**config.mk**
```make
export PLATFORM = sky130hd
export DESIGN_NAME = two_rotor_reflector_cipher_flat
export DESIGN_NICKNAME = d
export VERILOG_FILES = /design/src/rtl/trrc_pkg.sv /design/src/rtl/trrc_if.sv /design/src/rtl/trrc_ram.sv /design/src/rtl/trrc_step.sv /design/src/rtl/two_rotor_reflector_cipher.sv /design/src/flat_wrapper.sv
export SDC_FILE = /design/constraint.sdc
export NUM_CORES = 2
export LEC_CHECK = 0
export ABC_AREA = 1
export ABC_CLOCK_PERIOD_IN_PS = 9800
export BUFFER_PORTS_ARGS = -buffer_cell sky130_fd_sc_hd__buf_2
export CORE_MARGIN = 8
export CORE_UTILIZATION = 65
export DETAILED_ROUTE_END_ITERATION = 7
export PLACE_DENSITY = 0.88
export RECOVER_POWER = 25
export SYNTH_ARGS = -nofsm -noshare
export SYNTH_HDL_FRONTEND = slang
export SYNTH_SLANG_ARGS = --single-unit
```
**constraint.sdc**
```tcl
create_clock -name clk_i -period 9.8 [get_ports clk_i]
set_input_delay 0.98 -clock clk_i [delete_from_list [all_inputs] [get_ports clk_i]]
set_output_delay 0.98 -clock clk_i [all_outputs]
set_load 0.005 [all_outputs]
```
**src/rtl/trrc_pkg.sv**
```systemverilog
`default_nettype none
// ----------------------------------------------------------------------------
// trrc_pkg
// Shared types, constants and modular helpers of the two-rotor cipher.
// ----------------------------------------------------------------------------
package trrc_pkg;

  localparam int unsigned ALPHABET = 42;
  localparam int unsigned SYM_W    = 6;

  localparam logic [7:0] SYM_BASE = 8'd49;
  localparam logic [7:0] SYM_LAST = 8'd90;

  localparam logic [SYM_W-1:0] NOTCH_A = 6'd27;
  localparam logic [SYM_W-1:0] NOTCH_B = 6'd33;
  localparam logic [SYM_W-1:0] NOTCH_C = 6'd35;

  typedef logic [SYM_W-1:0] sym_t;

  typedef enum logic [2:0] {
    OP_ENCRYPT   = 3'd0,
    OP_WR_LEFT   = 3'd1,
    OP_WR_RIGHT  = 3'd2,
    OP_WR_REFL   = 3'd3,
    OP_SET_POS   = 3'd4
  } op_e;

  typedef struct packed {
    logic vld;
    op_e  op;
    logic wr_ok;
    logic res;
    logic bad;
    sym_t idx;
    sym_t val;
    sym_t lpos;
    sym_t rpos;
  } stage_t;

  function automatic sym_t mod_add(sym_t a, sym_t b);
    logic [SYM_W:0] s;
    s = {1'b0, a} + {1'b0, b};
    if (s >= (SYM_W+1)'(ALPHABET)) begin
      s = s - (SYM_W+1)'(ALPHABET);
    end
    return s[SYM_W-1:0];
  endfunction

  function automatic sym_t mod_sub(sym_t a, sym_t b);
    logic [SYM_W:0] s;
    if (a >= b) begin
      s = {1'b0, a} - {1'b0, b};
    end else begin
      s = {1'b0, a} + (SYM_W+1)'(ALPHABET) - {1'b0, b};
    end
    return s[SYM_W-1:0];
  endfunction

  function automatic sym_t mod_reduce(sym_t a);
    sym_t r;
    r = a;
    if (a >= SYM_W'(ALPHABET)) begin
      r = a - SYM_W'(ALPHABET);
    end
    return r;
  endfunction

endpackage
`default_nettype wire

```
**src/rtl/trrc_if.sv**
```systemverilog
`default_nettype none
// ----------------------------------------------------------------------------
// trrc_in_if / trrc_out_if
// Valid/ready channels for cipher requests and cipher results.
// ----------------------------------------------------------------------------
interface trrc_in_if;
  logic       valid;
  logic       ready;
  logic [2:0] opcode;
  logic [5:0] entry_index;
  logic [5:0] entry_value;
  logic [7:0] in_char;
  logic [5:0] left_start;
  logic [5:0] right_start;

  modport source (output valid, opcode, entry_index, entry_value, in_char,
                  left_start, right_start, input ready);
  modport sink   (input valid, opcode, entry_index, entry_value, in_char,
                  left_start, right_start, output ready);
endinterface

interface trrc_out_if;
  logic       valid;
  logic       ready;
  logic [7:0] out_char;
  logic       bad_char;

  modport source (output valid, out_char, bad_char, input ready);
  modport sink   (input valid, out_char, bad_char, output ready);
endinterface
`default_nettype wire

```
**src/rtl/trrc_ram.sv**
```systemverilog
`default_nettype none
// ----------------------------------------------------------------------------
// trrc_ram
// Simple dual-port synchronous RAM with one write port and one registered
// read port that holds its data while the read enable is low.
// ----------------------------------------------------------------------------
module trrc_ram #(
  parameter int unsigned Depth = 42,
  parameter int unsigned Width = 6,
  localparam int unsigned AddrW = $clog2(Depth)
) (
  input  wire logic             clk_i,
  input  wire logic             we_i,
  input  wire logic [AddrW-1:0] waddr_i,
  input  wire logic [Width-1:0] wdata_i,
  input  wire logic             re_i,
  input  wire logic [AddrW-1:0] raddr_i,
  output logic      [Width-1:0] rdata_o
);

  logic [Width-1:0] mem [Depth];

  always_ff @(posedge clk_i) begin
    if (we_i) begin
      mem[waddr_i] <= wdata_i;
    end
  end

  always_ff @(posedge clk_i) begin
    if (re_i) begin
      rdata_o <= mem[raddr_i];
    end
  end

endmodule
`default_nettype wire

```
**src/rtl/trrc_step.sv**
```systemverilog
`default_nettype none
// ----------------------------------------------------------------------------
// trrc_step
// Request decode and rotor stepping. Holds both rotor positions and forms
// the first pipeline stage together with the right rotor lookup address.
// ----------------------------------------------------------------------------
module trrc_step (
  input  wire logic            clk_i,
  input  wire logic            rst_ni,
  input  wire logic            valid_i,
  input  wire logic            accept_i,
  input  wire logic [2:0]      opcode_i,
  input  wire logic [5:0]      entry_index_i,
  input  wire logic [5:0]      entry_value_i,
  input  wire logic [7:0]      in_char_i,
  input  wire logic [5:0]      left_start_i,
  input  wire logic [5:0]      right_start_i,
  output trrc_pkg::stage_t     stage_o,
  output trrc_pkg::sym_t       raddr_o
);

  trrc_pkg::sym_t lpos_q, lpos_d;
  trrc_pkg::sym_t rpos_q, rpos_d;
  trrc_pkg::sym_t rpos_step, lpos_step, code;
  trrc_pkg::op_e  op;
  logic [7:0]     code_full;
  logic           bad, notch;

  assign op        = trrc_pkg::op_e'(opcode_i);
  assign bad       = (in_char_i < trrc_pkg::SYM_BASE) || (in_char_i > trrc_pkg::SYM_LAST);
  assign code_full = in_char_i - trrc_pkg::SYM_BASE;
  assign code      = code_full[trrc_pkg::SYM_W-1:0];
  assign rpos_step = trrc_pkg::mod_add(rpos_q, trrc_pkg::SYM_W'(1));
  assign notch     = (rpos_step == trrc_pkg::NOTCH_A) || (rpos_step == trrc_pkg::NOTCH_B) ||
                     (rpos_step == trrc_pkg::NOTCH_C);
  assign lpos_step = notch ? trrc_pkg::mod_add(lpos_q, trrc_pkg::SYM_W'(1)) : lpos_q;

  always_comb begin
    lpos_d = lpos_q;
    rpos_d = rpos_q;
    unique case (op)
      trrc_pkg::OP_ENCRYPT: begin
        if (!bad) begin
          lpos_d = lpos_step;
          rpos_d = rpos_step;
        end
      end
      trrc_pkg::OP_SET_POS: begin
        lpos_d = trrc_pkg::mod_reduce(left_start_i);
        rpos_d = trrc_pkg::mod_reduce(right_start_i);
      end
      default: begin
      end
    endcase
  end

  always_ff @(posedge clk_i or negedge rst_ni) begin
    if (!rst_ni) begin
      lpos_q <= '0;
      rpos_q <= '0;
    end else if (accept_i) begin
      lpos_q <= lpos_d;
      rpos_q <= rpos_d;
    end
  end

  always_comb begin
    stage_o.vld   = valid_i;
    stage_o.op    = op;
    stage_o.wr_ok = (entry_index_i < trrc_pkg::SYM_W'(trrc_pkg::ALPHABET)) &&
                    (entry_value_i < trrc_pkg::SYM_W'(trrc_pkg::ALPHABET));
    stage_o.res   = (op == trrc_pkg::OP_ENCRYPT);
    stage_o.bad   = bad;
    stage_o.idx   = entry_index_i;
    stage_o.val   = entry_value_i;
    stage_o.lpos  = lpos_step;
    stage_o.rpos  = rpos_step;
  end

  assign raddr_o = trrc_pkg::mod_add(code, rpos_step);

endmodule
`default_nettype wire

```
**src/rtl/two_rotor_reflector_cipher.sv**
```systemverilog
`default_nettype none
// ----------------------------------------------------------------------------
// two_rotor_reflector_cipher
// Two-rotor cipher with reflector over the symbols '1' to 'Z', built as a
// pipeline of five table memories.
//
//   Channel  Dir  Transaction
//   in_i     in   opcode, entry_index, entry_value, in_char, starts
//   out_o    out  out_char, bad_char (encrypt requests only)
//
// One request is accepted per cycle unless the pipeline holds; each of the
// five table memories is read once per request in its own stage, and a
// table write lands in the stage where that table is read, so requests see
// tables in order. A result passes through the stage registers s_q[1] to
// s_q[NumStages] into the output register. Reset clears both rotor positions;
// table contents stay undefined until written. The pipeline holds only when
// its last stage has a result and the output is occupied and not ready.
// ----------------------------------------------------------------------------
module two_rotor_reflector_cipher (
  input  wire logic   clk_i,
  input  wire logic   rst_ni,
  trrc_in_if.sink     in_i,
  trrc_out_if.source  out_o
);

  localparam int unsigned NumStages = 5;

  trrc_pkg::stage_t s0;
  trrc_pkg::stage_t s_q [1:NumStages];
  trrc_pkg::sym_t   rt_addr, lt_addr, rf_addr, li_addr, ri_addr;
  trrc_pkg::sym_t   rt_d, lt_d, rf_d, li_d, ri_d;
  trrc_pkg::sym_t   res_code;
  logic             adv;
  logic             last_res;
  logic             out_vld_q, out_vld_d;
  logic [7:0]       out_char_q;
  logic             bad_q;

  assign last_res = s_q[NumStages].vld && s_q[NumStages].res;
  assign adv      = !last_res || !out_vld_q || out_o.ready;
  assign in_i.ready = adv;

  trrc_step u_step (
    .clk_i         (clk_i),
    .rst_ni        (rst_ni),
    .valid_i       (in_i.valid),
    .accept_i      (in_i.valid && adv),
    .opcode_i      (in_i.opcode),
    .entry_index_i (in_i.entry_index),
    .entry_value_i (in_i.entry_value),
    .in_char_i     (in_i.in_char),
    .left_start_i  (in_i.left_start),
    .right_start_i (in_i.right_start),
    .stage_o       (s0),
    .raddr_o       (rt_addr)
  );

  always_ff @(posedge clk_i or negedge rst_ni) begin
    if (!rst_ni) begin
      for (int k = 1; k <= NumStages; k++) begin
        s_q[k] <= '0;
      end
    end else if (adv) begin
      s_q[1] <= s0;
      for (int k = 2; k <= NumStages; k++) begin
        s_q[k] <= s_q[k-1];
      end
    end
  end

  trrc_ram #(.Depth(trrc_pkg::ALPHABET), .Width(trrc_pkg::SYM_W)) u_right (
    .clk_i   (clk_i),
    .we_i    (adv && s0.vld && s0.wr_ok && (s0.op == trrc_pkg::OP_WR_RIGHT)),
    .waddr_i (s0.idx),
    .wdata_i (s0.val),
    .re_i    (adv),
    .raddr_i (rt_addr),
    .rdata_o (rt_d)
  );

  assign lt_addr = trrc_pkg::mod_add(trrc_pkg::mod_sub(rt_d, s_q[1].rpos), s_q[1].lpos);

  trrc_ram #(.Depth(trrc_pkg::ALPHABET), .Width(trrc_pkg::SYM_W)) u_left (
    .clk_i   (clk_i),
    .we_i    (adv && s_q[1].vld && s_q[1].wr_ok && (s_q[1].op == trrc_pkg::OP_WR_LEFT)),
    .waddr_i (s_q[1].idx),
    .wdata_i (s_q[1].val),
    .re_i    (adv),
    .raddr_i (lt_addr),
    .rdata_o (lt_d)
  );

  assign rf_addr = trrc_pkg::mod_sub(lt_d, s_q[2].lpos);

  trrc_ram #(.Depth(trrc_pkg::ALPHABET), .Width(trrc_pkg::SYM_W)) u_refl (
    .clk_i   (clk_i),
    .we_i    (adv && s_q[2].vld && s_q[2].wr_ok && (s_q[2].op == trrc_pkg::OP_WR_REFL)),
    .waddr_i (s_q[2].idx),
    .wdata_i (s_q[2].val),
    .re_i    (adv),
    .raddr_i (rf_addr),
    .rdata_o (rf_d)
  );

  assign li_addr = trrc_pkg::mod_add(rf_d, s_q[3].lpos);

  trrc_ram #(.Depth(trrc_pkg::ALPHABET), .Width(trrc_pkg::SYM_W)) u_left_inv (
    .clk_i   (clk_i),
    .we_i    (adv && s_q[3].vld && s_q[3].wr_ok && (s_q[3].op == trrc_pkg::OP_WR_LEFT)),
    .waddr_i (s_q[3].val),
    .wdata_i (s_q[3].idx),
    .re_i    (adv),
    .raddr_i (li_addr),
    .rdata_o (li_d)
  );

  assign ri_addr = trrc_pkg::mod_add(trrc_pkg::mod_sub(li_d, s_q[4].lpos), s_q[4].rpos);

  trrc_ram #(.Depth(trrc_pkg::ALPHABET), .Width(trrc_pkg::SYM_W)) u_right_inv (
    .clk_i   (clk_i),
    .we_i    (adv && s_q[4].vld && s_q[4].wr_ok && (s_q[4].op == trrc_pkg::OP_WR_RIGHT)),
    .waddr_i (s_q[4].val),
    .wdata_i (s_q[4].idx),
    .re_i    (adv),
    .raddr_i (ri_addr),
    .rdata_o (ri_d)
  );

  assign res_code = trrc_pkg::mod_sub(ri_d, s_q[NumStages].rpos);

  always_comb begin
    out_vld_d = out_vld_q;
    if (adv && last_res) begin
      out_vld_d = 1'b1;
    end else if (out_o.ready) begin
      out_vld_d = 1'b0;
    end
  end

  always_ff @(posedge clk_i or negedge rst_ni) begin
    if (!rst_ni) begin
      out_vld_q <= 1'b0;
    end else begin
      out_vld_q <= out_vld_d;
    end
  end

  always_ff @(posedge clk_i) begin
    if (adv && last_res) begin
      bad_q      <= s_q[NumStages].bad;
      out_char_q <= s_q[NumStages].bad ? 8'd0 : ({2'b00, res_code} + trrc_pkg::SYM_BASE);
    end
  end

  assign out_o.valid    = out_vld_q;
  assign out_o.out_char = out_char_q;
  assign out_o.bad_char = bad_q;

  a_ready_when_last_empty : assert property (@(posedge clk_i) disable iff (!rst_ni)
    !last_res |-> in_i.ready)
    else $error("Input stalled although the last stage holds no result.");

  a_bad_gives_zero : assert property (@(posedge clk_i) disable iff (!rst_ni)
    out_o.valid && out_o.bad_char |-> out_o.out_char == 8'd0)
    else $error("A bad character result carries a nonzero character.");

  a_pos_in_range : assert property (@(posedge clk_i) disable iff (!rst_ni)
    s_q[1].vld && s_q[1].res && !s_q[1].bad |->
      (s_q[1].rpos < trrc_pkg::SYM_W'(trrc_pkg::ALPHABET)) &&
      (s_q[1].lpos < trrc_pkg::SYM_W'(trrc_pkg::ALPHABET)))
    else $error("Rotor position outside the alphabet.");

  a_stall_holds_result : assert property (@(posedge clk_i) disable iff (!rst_ni)
    out_o.valid && !out_o.ready && last_res |=> out_o.valid && $stable(out_o.out_char))
    else $error("Pending result changed while the pipeline was stalled.");

endmodule
`default_nettype wire

```
**src/flat_wrapper.sv**
```systemverilog
// flat-port wrapper written by rule: the top's interface ports become plain ports
module two_rotor_reflector_cipher_flat 
  (clk_i, rst_ni, in_i_valid, in_i_opcode, in_i_entry_index, in_i_entry_value, in_i_in_char, in_i_left_start, in_i_right_start, in_i_ready, out_o_valid, out_o_out_char, out_o_bad_char, out_o_ready);
  trrc_in_if in_i_i ();
  trrc_out_if out_o_i ();
  input  wire logic clk_i;
  input  wire logic rst_ni;
  input wire logic [$bits(in_i_i.valid)-1:0] in_i_valid;
  input wire logic [$bits(in_i_i.opcode)-1:0] in_i_opcode;
  input wire logic [$bits(in_i_i.entry_index)-1:0] in_i_entry_index;
  input wire logic [$bits(in_i_i.entry_value)-1:0] in_i_entry_value;
  input wire logic [$bits(in_i_i.in_char)-1:0] in_i_in_char;
  input wire logic [$bits(in_i_i.left_start)-1:0] in_i_left_start;
  input wire logic [$bits(in_i_i.right_start)-1:0] in_i_right_start;
  output wire logic [$bits(in_i_i.ready)-1:0] in_i_ready;
  output wire logic [$bits(out_o_i.valid)-1:0] out_o_valid;
  output wire logic [$bits(out_o_i.out_char)-1:0] out_o_out_char;
  output wire logic [$bits(out_o_i.bad_char)-1:0] out_o_bad_char;
  input wire logic [$bits(out_o_i.ready)-1:0] out_o_ready;
  assign in_i_i.valid = in_i_valid;
  assign in_i_i.opcode = in_i_opcode;
  assign in_i_i.entry_index = in_i_entry_index;
  assign in_i_i.entry_value = in_i_entry_value;
  assign in_i_i.in_char = in_i_in_char;
  assign in_i_i.left_start = in_i_left_start;
  assign in_i_i.right_start = in_i_right_start;
  assign in_i_ready = in_i_i.ready;
  assign out_o_valid = out_o_i.valid;
  assign out_o_out_char = out_o_i.out_char;
  assign out_o_bad_char = out_o_i.bad_char;
  assign out_o_i.ready = out_o_ready;
  two_rotor_reflector_cipher u_core (.clk_i(clk_i), .rst_ni(rst_ni), .in_i(in_i_i), .out_o(out_o_i));
endmodule
```
==> out/metrics.yaml <==
run_status:
  status: "finished, violations left"
  violations: "design-rule violations, max-capacitance violations, max-slew violations"
sta:
  hold_viol_final: 0
  setup_ws_ns: 3.36
  finalSetupViolations: 0
  slew_viol_final: 1132
  post-route-period-util_pct: 65.7
  worstMarginPinSlew_ns: 3.71
  whs_ns: 0.459
  final.setup.tns_ns: 0
  fmax_mhz: 155
  skew_ns: 0.0413
  relSlewSlack_pct: -148
  period_needed_ns: 6.44
  rsz0062_at_grt: "no"
global_route:
  grt_pass1_wl_mm: 229
  top_usage_layer: "met2"
  grtUsageTotal_pct: 27.4
  gr-total-overflow: 0
  grt_max_degree: 93
  grtUsageMet3_pct: 5.42
  met1_usage_pct: 36.1
  grt_pass1_vias: 39858
  antenna_found_initial: 3
  use_met2_pct: 45.2
final_layout:
  final.fill_count: 5922
  final_layout_size_suffix_gt1_share_pct: 6.64
  nets: 5265
  area_delta_synth_final_pct: 9.37
synthesis:
  avgSynthCellArea_um2: 12.3
  yosysMostFrequentCell: "edfxtp_1"
  ys_ff_latch: 1444
  ys_seq_area_share_pct: 68.0
  ys.flop_type: "edfxtp_1"
  synthesis.area_um2: 62700
  synth_top_cells_by_count: "edfxtp_1 (1298), nand2_1 (1097), nand3_1 (752), mux2i_1 (506), nor2_1 (250)"
  synth_edf_count: 1298
  syn_nets: 5240
  synth_top_area_share_pct: 62.1
  yosys.area.top_type: "edfxtp_1"
  async_reset_ff_share_pct: 10.1
  yosys.cell_types.count: 55
  yosys-top-cells-area: "edfxtp_1 (62%), mux2i_1 (8.1%), nand2_1 (6.6%)"
  synthCells: 5095
  yosys_warnings: 0
hold_path:
  min_to: "u_core.u_refl.mem[34][5]"
  hold_path_class: "flop to flop"
  min_path_cells: 0
  worstHoldStart: "u_core.s_q[110]"
critical_path:
  crit_fanout: 61
  critPathCaptureType: "flop"
  cp-start-kind: "flop"
  rr_startpoint: "u_core.s_q[37]"
  r2r_cells: 24
  crit_required_ns: 10.31
  critPathArrivalTime_ns: 6.95
  rrSetupSlack_ns: 3.36
  critical_path_class: "flop to flop"
  r2r_end: "u_core.u_right_inv.rdata_o[4]"
detailed_routing:
  postRouteAntennaNets: 0
  via_count: 41005
  routedWlPerCell_um: 23.0
  wirelength_mm: 149
  via_per_inst: 6.30
  drt-pass1-iter-count: 8
  route.detailed.drc: 1
  drt-initial-drc-count: 6515
cts:
  cts_tree: "built"
  clk_pin_slew_ns: 0.06
  cts_max_level: 4
  root_buffer: "clkbuf_16"
  clock_path_buffers: 3
  ctsHoldBuffers: 0
  cts_buffers: 139
  ctsResizeCount: 0
  insertion_delay_ns: 0.77
  cts.sinks: 1444
  post_cts_buffers: 0
die:
  die_area_um2: 107000
  core_area_um2: 96100
  rows: 114
  die_w_um: 327
  fp.dieH_um: 327
  initial_core_util_pct: 65.2
  num_io_pins: 50
flow_run:
  cap_violations: 25
place:
  dp.final_hpwl_mm: 91.8
  post-place-ws_ns: 3.54
  place.gp.congestion: 0.957
  io_buffers: 48
## critical path: stages (launching register included)
cell      delay, ns
dfrtp_1        0.38
ha_1           0.23
fa_1           0.42
o21ai_0        0.30
a31oi_1        0.09
o31ai_1        0.75
xor2_1         0.23
fa_1           0.46
xor2_1         0.27
inv_1          0.13
ha_1           0.24
o21ai_0        0.23
o21ai_1        0.10
nand2_1        0.19
inv_2          0.07
nand2_1        0.07
nand2_2        0.60
clkinv_1       0.15
buf_4          0.49
nand2_1        0.14
nand3_1        0.13
nand3_1        0.09
nand3_1        0.13
a21oi_1        0.07
a31o_2         0.21
## flip-flops by register name, indices dropped and copies added, names as in the netlist, 7 cells and up
signal	cells
u_core.u_left.mem	252
u_core.u_left_inv.mem	252
u_core.u_refl.mem	252
u_core.u_right.mem	252
u_core.u_right_inv.mem	252
u_core.s_q	133
u_core.out_o.out_char	7
## worst max path at each step
stage,slack [ns],to,from,depth (start not counted)
2_1_floorplan,4.87,u_core.u_right_inv.rdata_o[3],u_core.s_q[37],23
3_3_place_gp,3.74,u_core.u_right_inv.rdata_o[4],u_core.s_q[37],24
3_5_place_dp,3.54,u_core.u_right_inv.rdata_o[4],u_core.s_q[37],24
4_1_cts,3.45,u_core.u_right_inv.rdata_o[4],u_core.s_q[37],24
5_1_grt,2.81,u_core.u_right_inv.rdata_o[4],u_core.u_left_inv.rdata_o[0],25
6_report,3.36,u_core.u_right_inv.rdata_o[4],u_core.s_q[37],24
## cells in the final DEF, fill, tap and decap left out, types with 16 or more instances in the layout
cell type	netlist	layout
a21oi_1	67	67
a31oi_1	23	23
buf_2	24	47
buf_4	5	36
clkbuf_1	187	52
clkbuf_16	0	142
clkinv_1	8	33
clkinv_2	0	19
dfrtp_1	146	146
edfxtp_1	1298	1298
fa_1	20	20
ha_1	86	81
inv_1	244	243
mux2i_1	506	506
nand2_1	1097	1093
nand3_1	752	752
nor2_1	250	249
nor3_1	40	40
o21ai_0	163	162
xnor2_1	16	16
xor2_1	40	40
## cells by family after synthesis
group / synth area share, %
buffers and inverters: 3.00
adder cells (fa/ha/maj): 2.35
multiplexers: 8.07
other: 0.00598
AO/OA/AOI/OAI: 2.62
XOR/XNOR: 0.808
AND/OR/NAND/NOR: 15.2
flip-flops: 68.0
## layout make-up
cell class                      count  area, um^2  share of cell area [%]
Inverter                          259         978                    1.43
Timing Repair Buffer              108         599                   0.874
Antenna cell                        1        2.50                 0.00365
Multi-Input combinational cell   3168       18300                    26.7
Tap cell                         1276        1600                    2.33
Sequential cell                  1444       42600                    62.1
Clock inverter                     73         743                    1.08
Clock buffer                      175        3740                    5.45
## through the flow
stage,utilization (%),std cells,cell area [um^2]
6_report,71.4,6504,68600
5_1_grt,71.4,6503,68600
4_1_cts,71.5,6503,68700
3_5_place_dp,66.8,6255,64200
3_3_place_gp,66.8,6255,64200
2_1_floorplan,-,5095,62700
## per-layer routing
layer	up-vias	part of all wire [%]
li1	18143	-
met1	19671	37
met2	2707	49
met3	482	11
met4	2	4.1
met5	-	0.0087
Power is not shown: default switching activity piles up to over one toggle a cycle in this logic, so the estimate is an artifact.
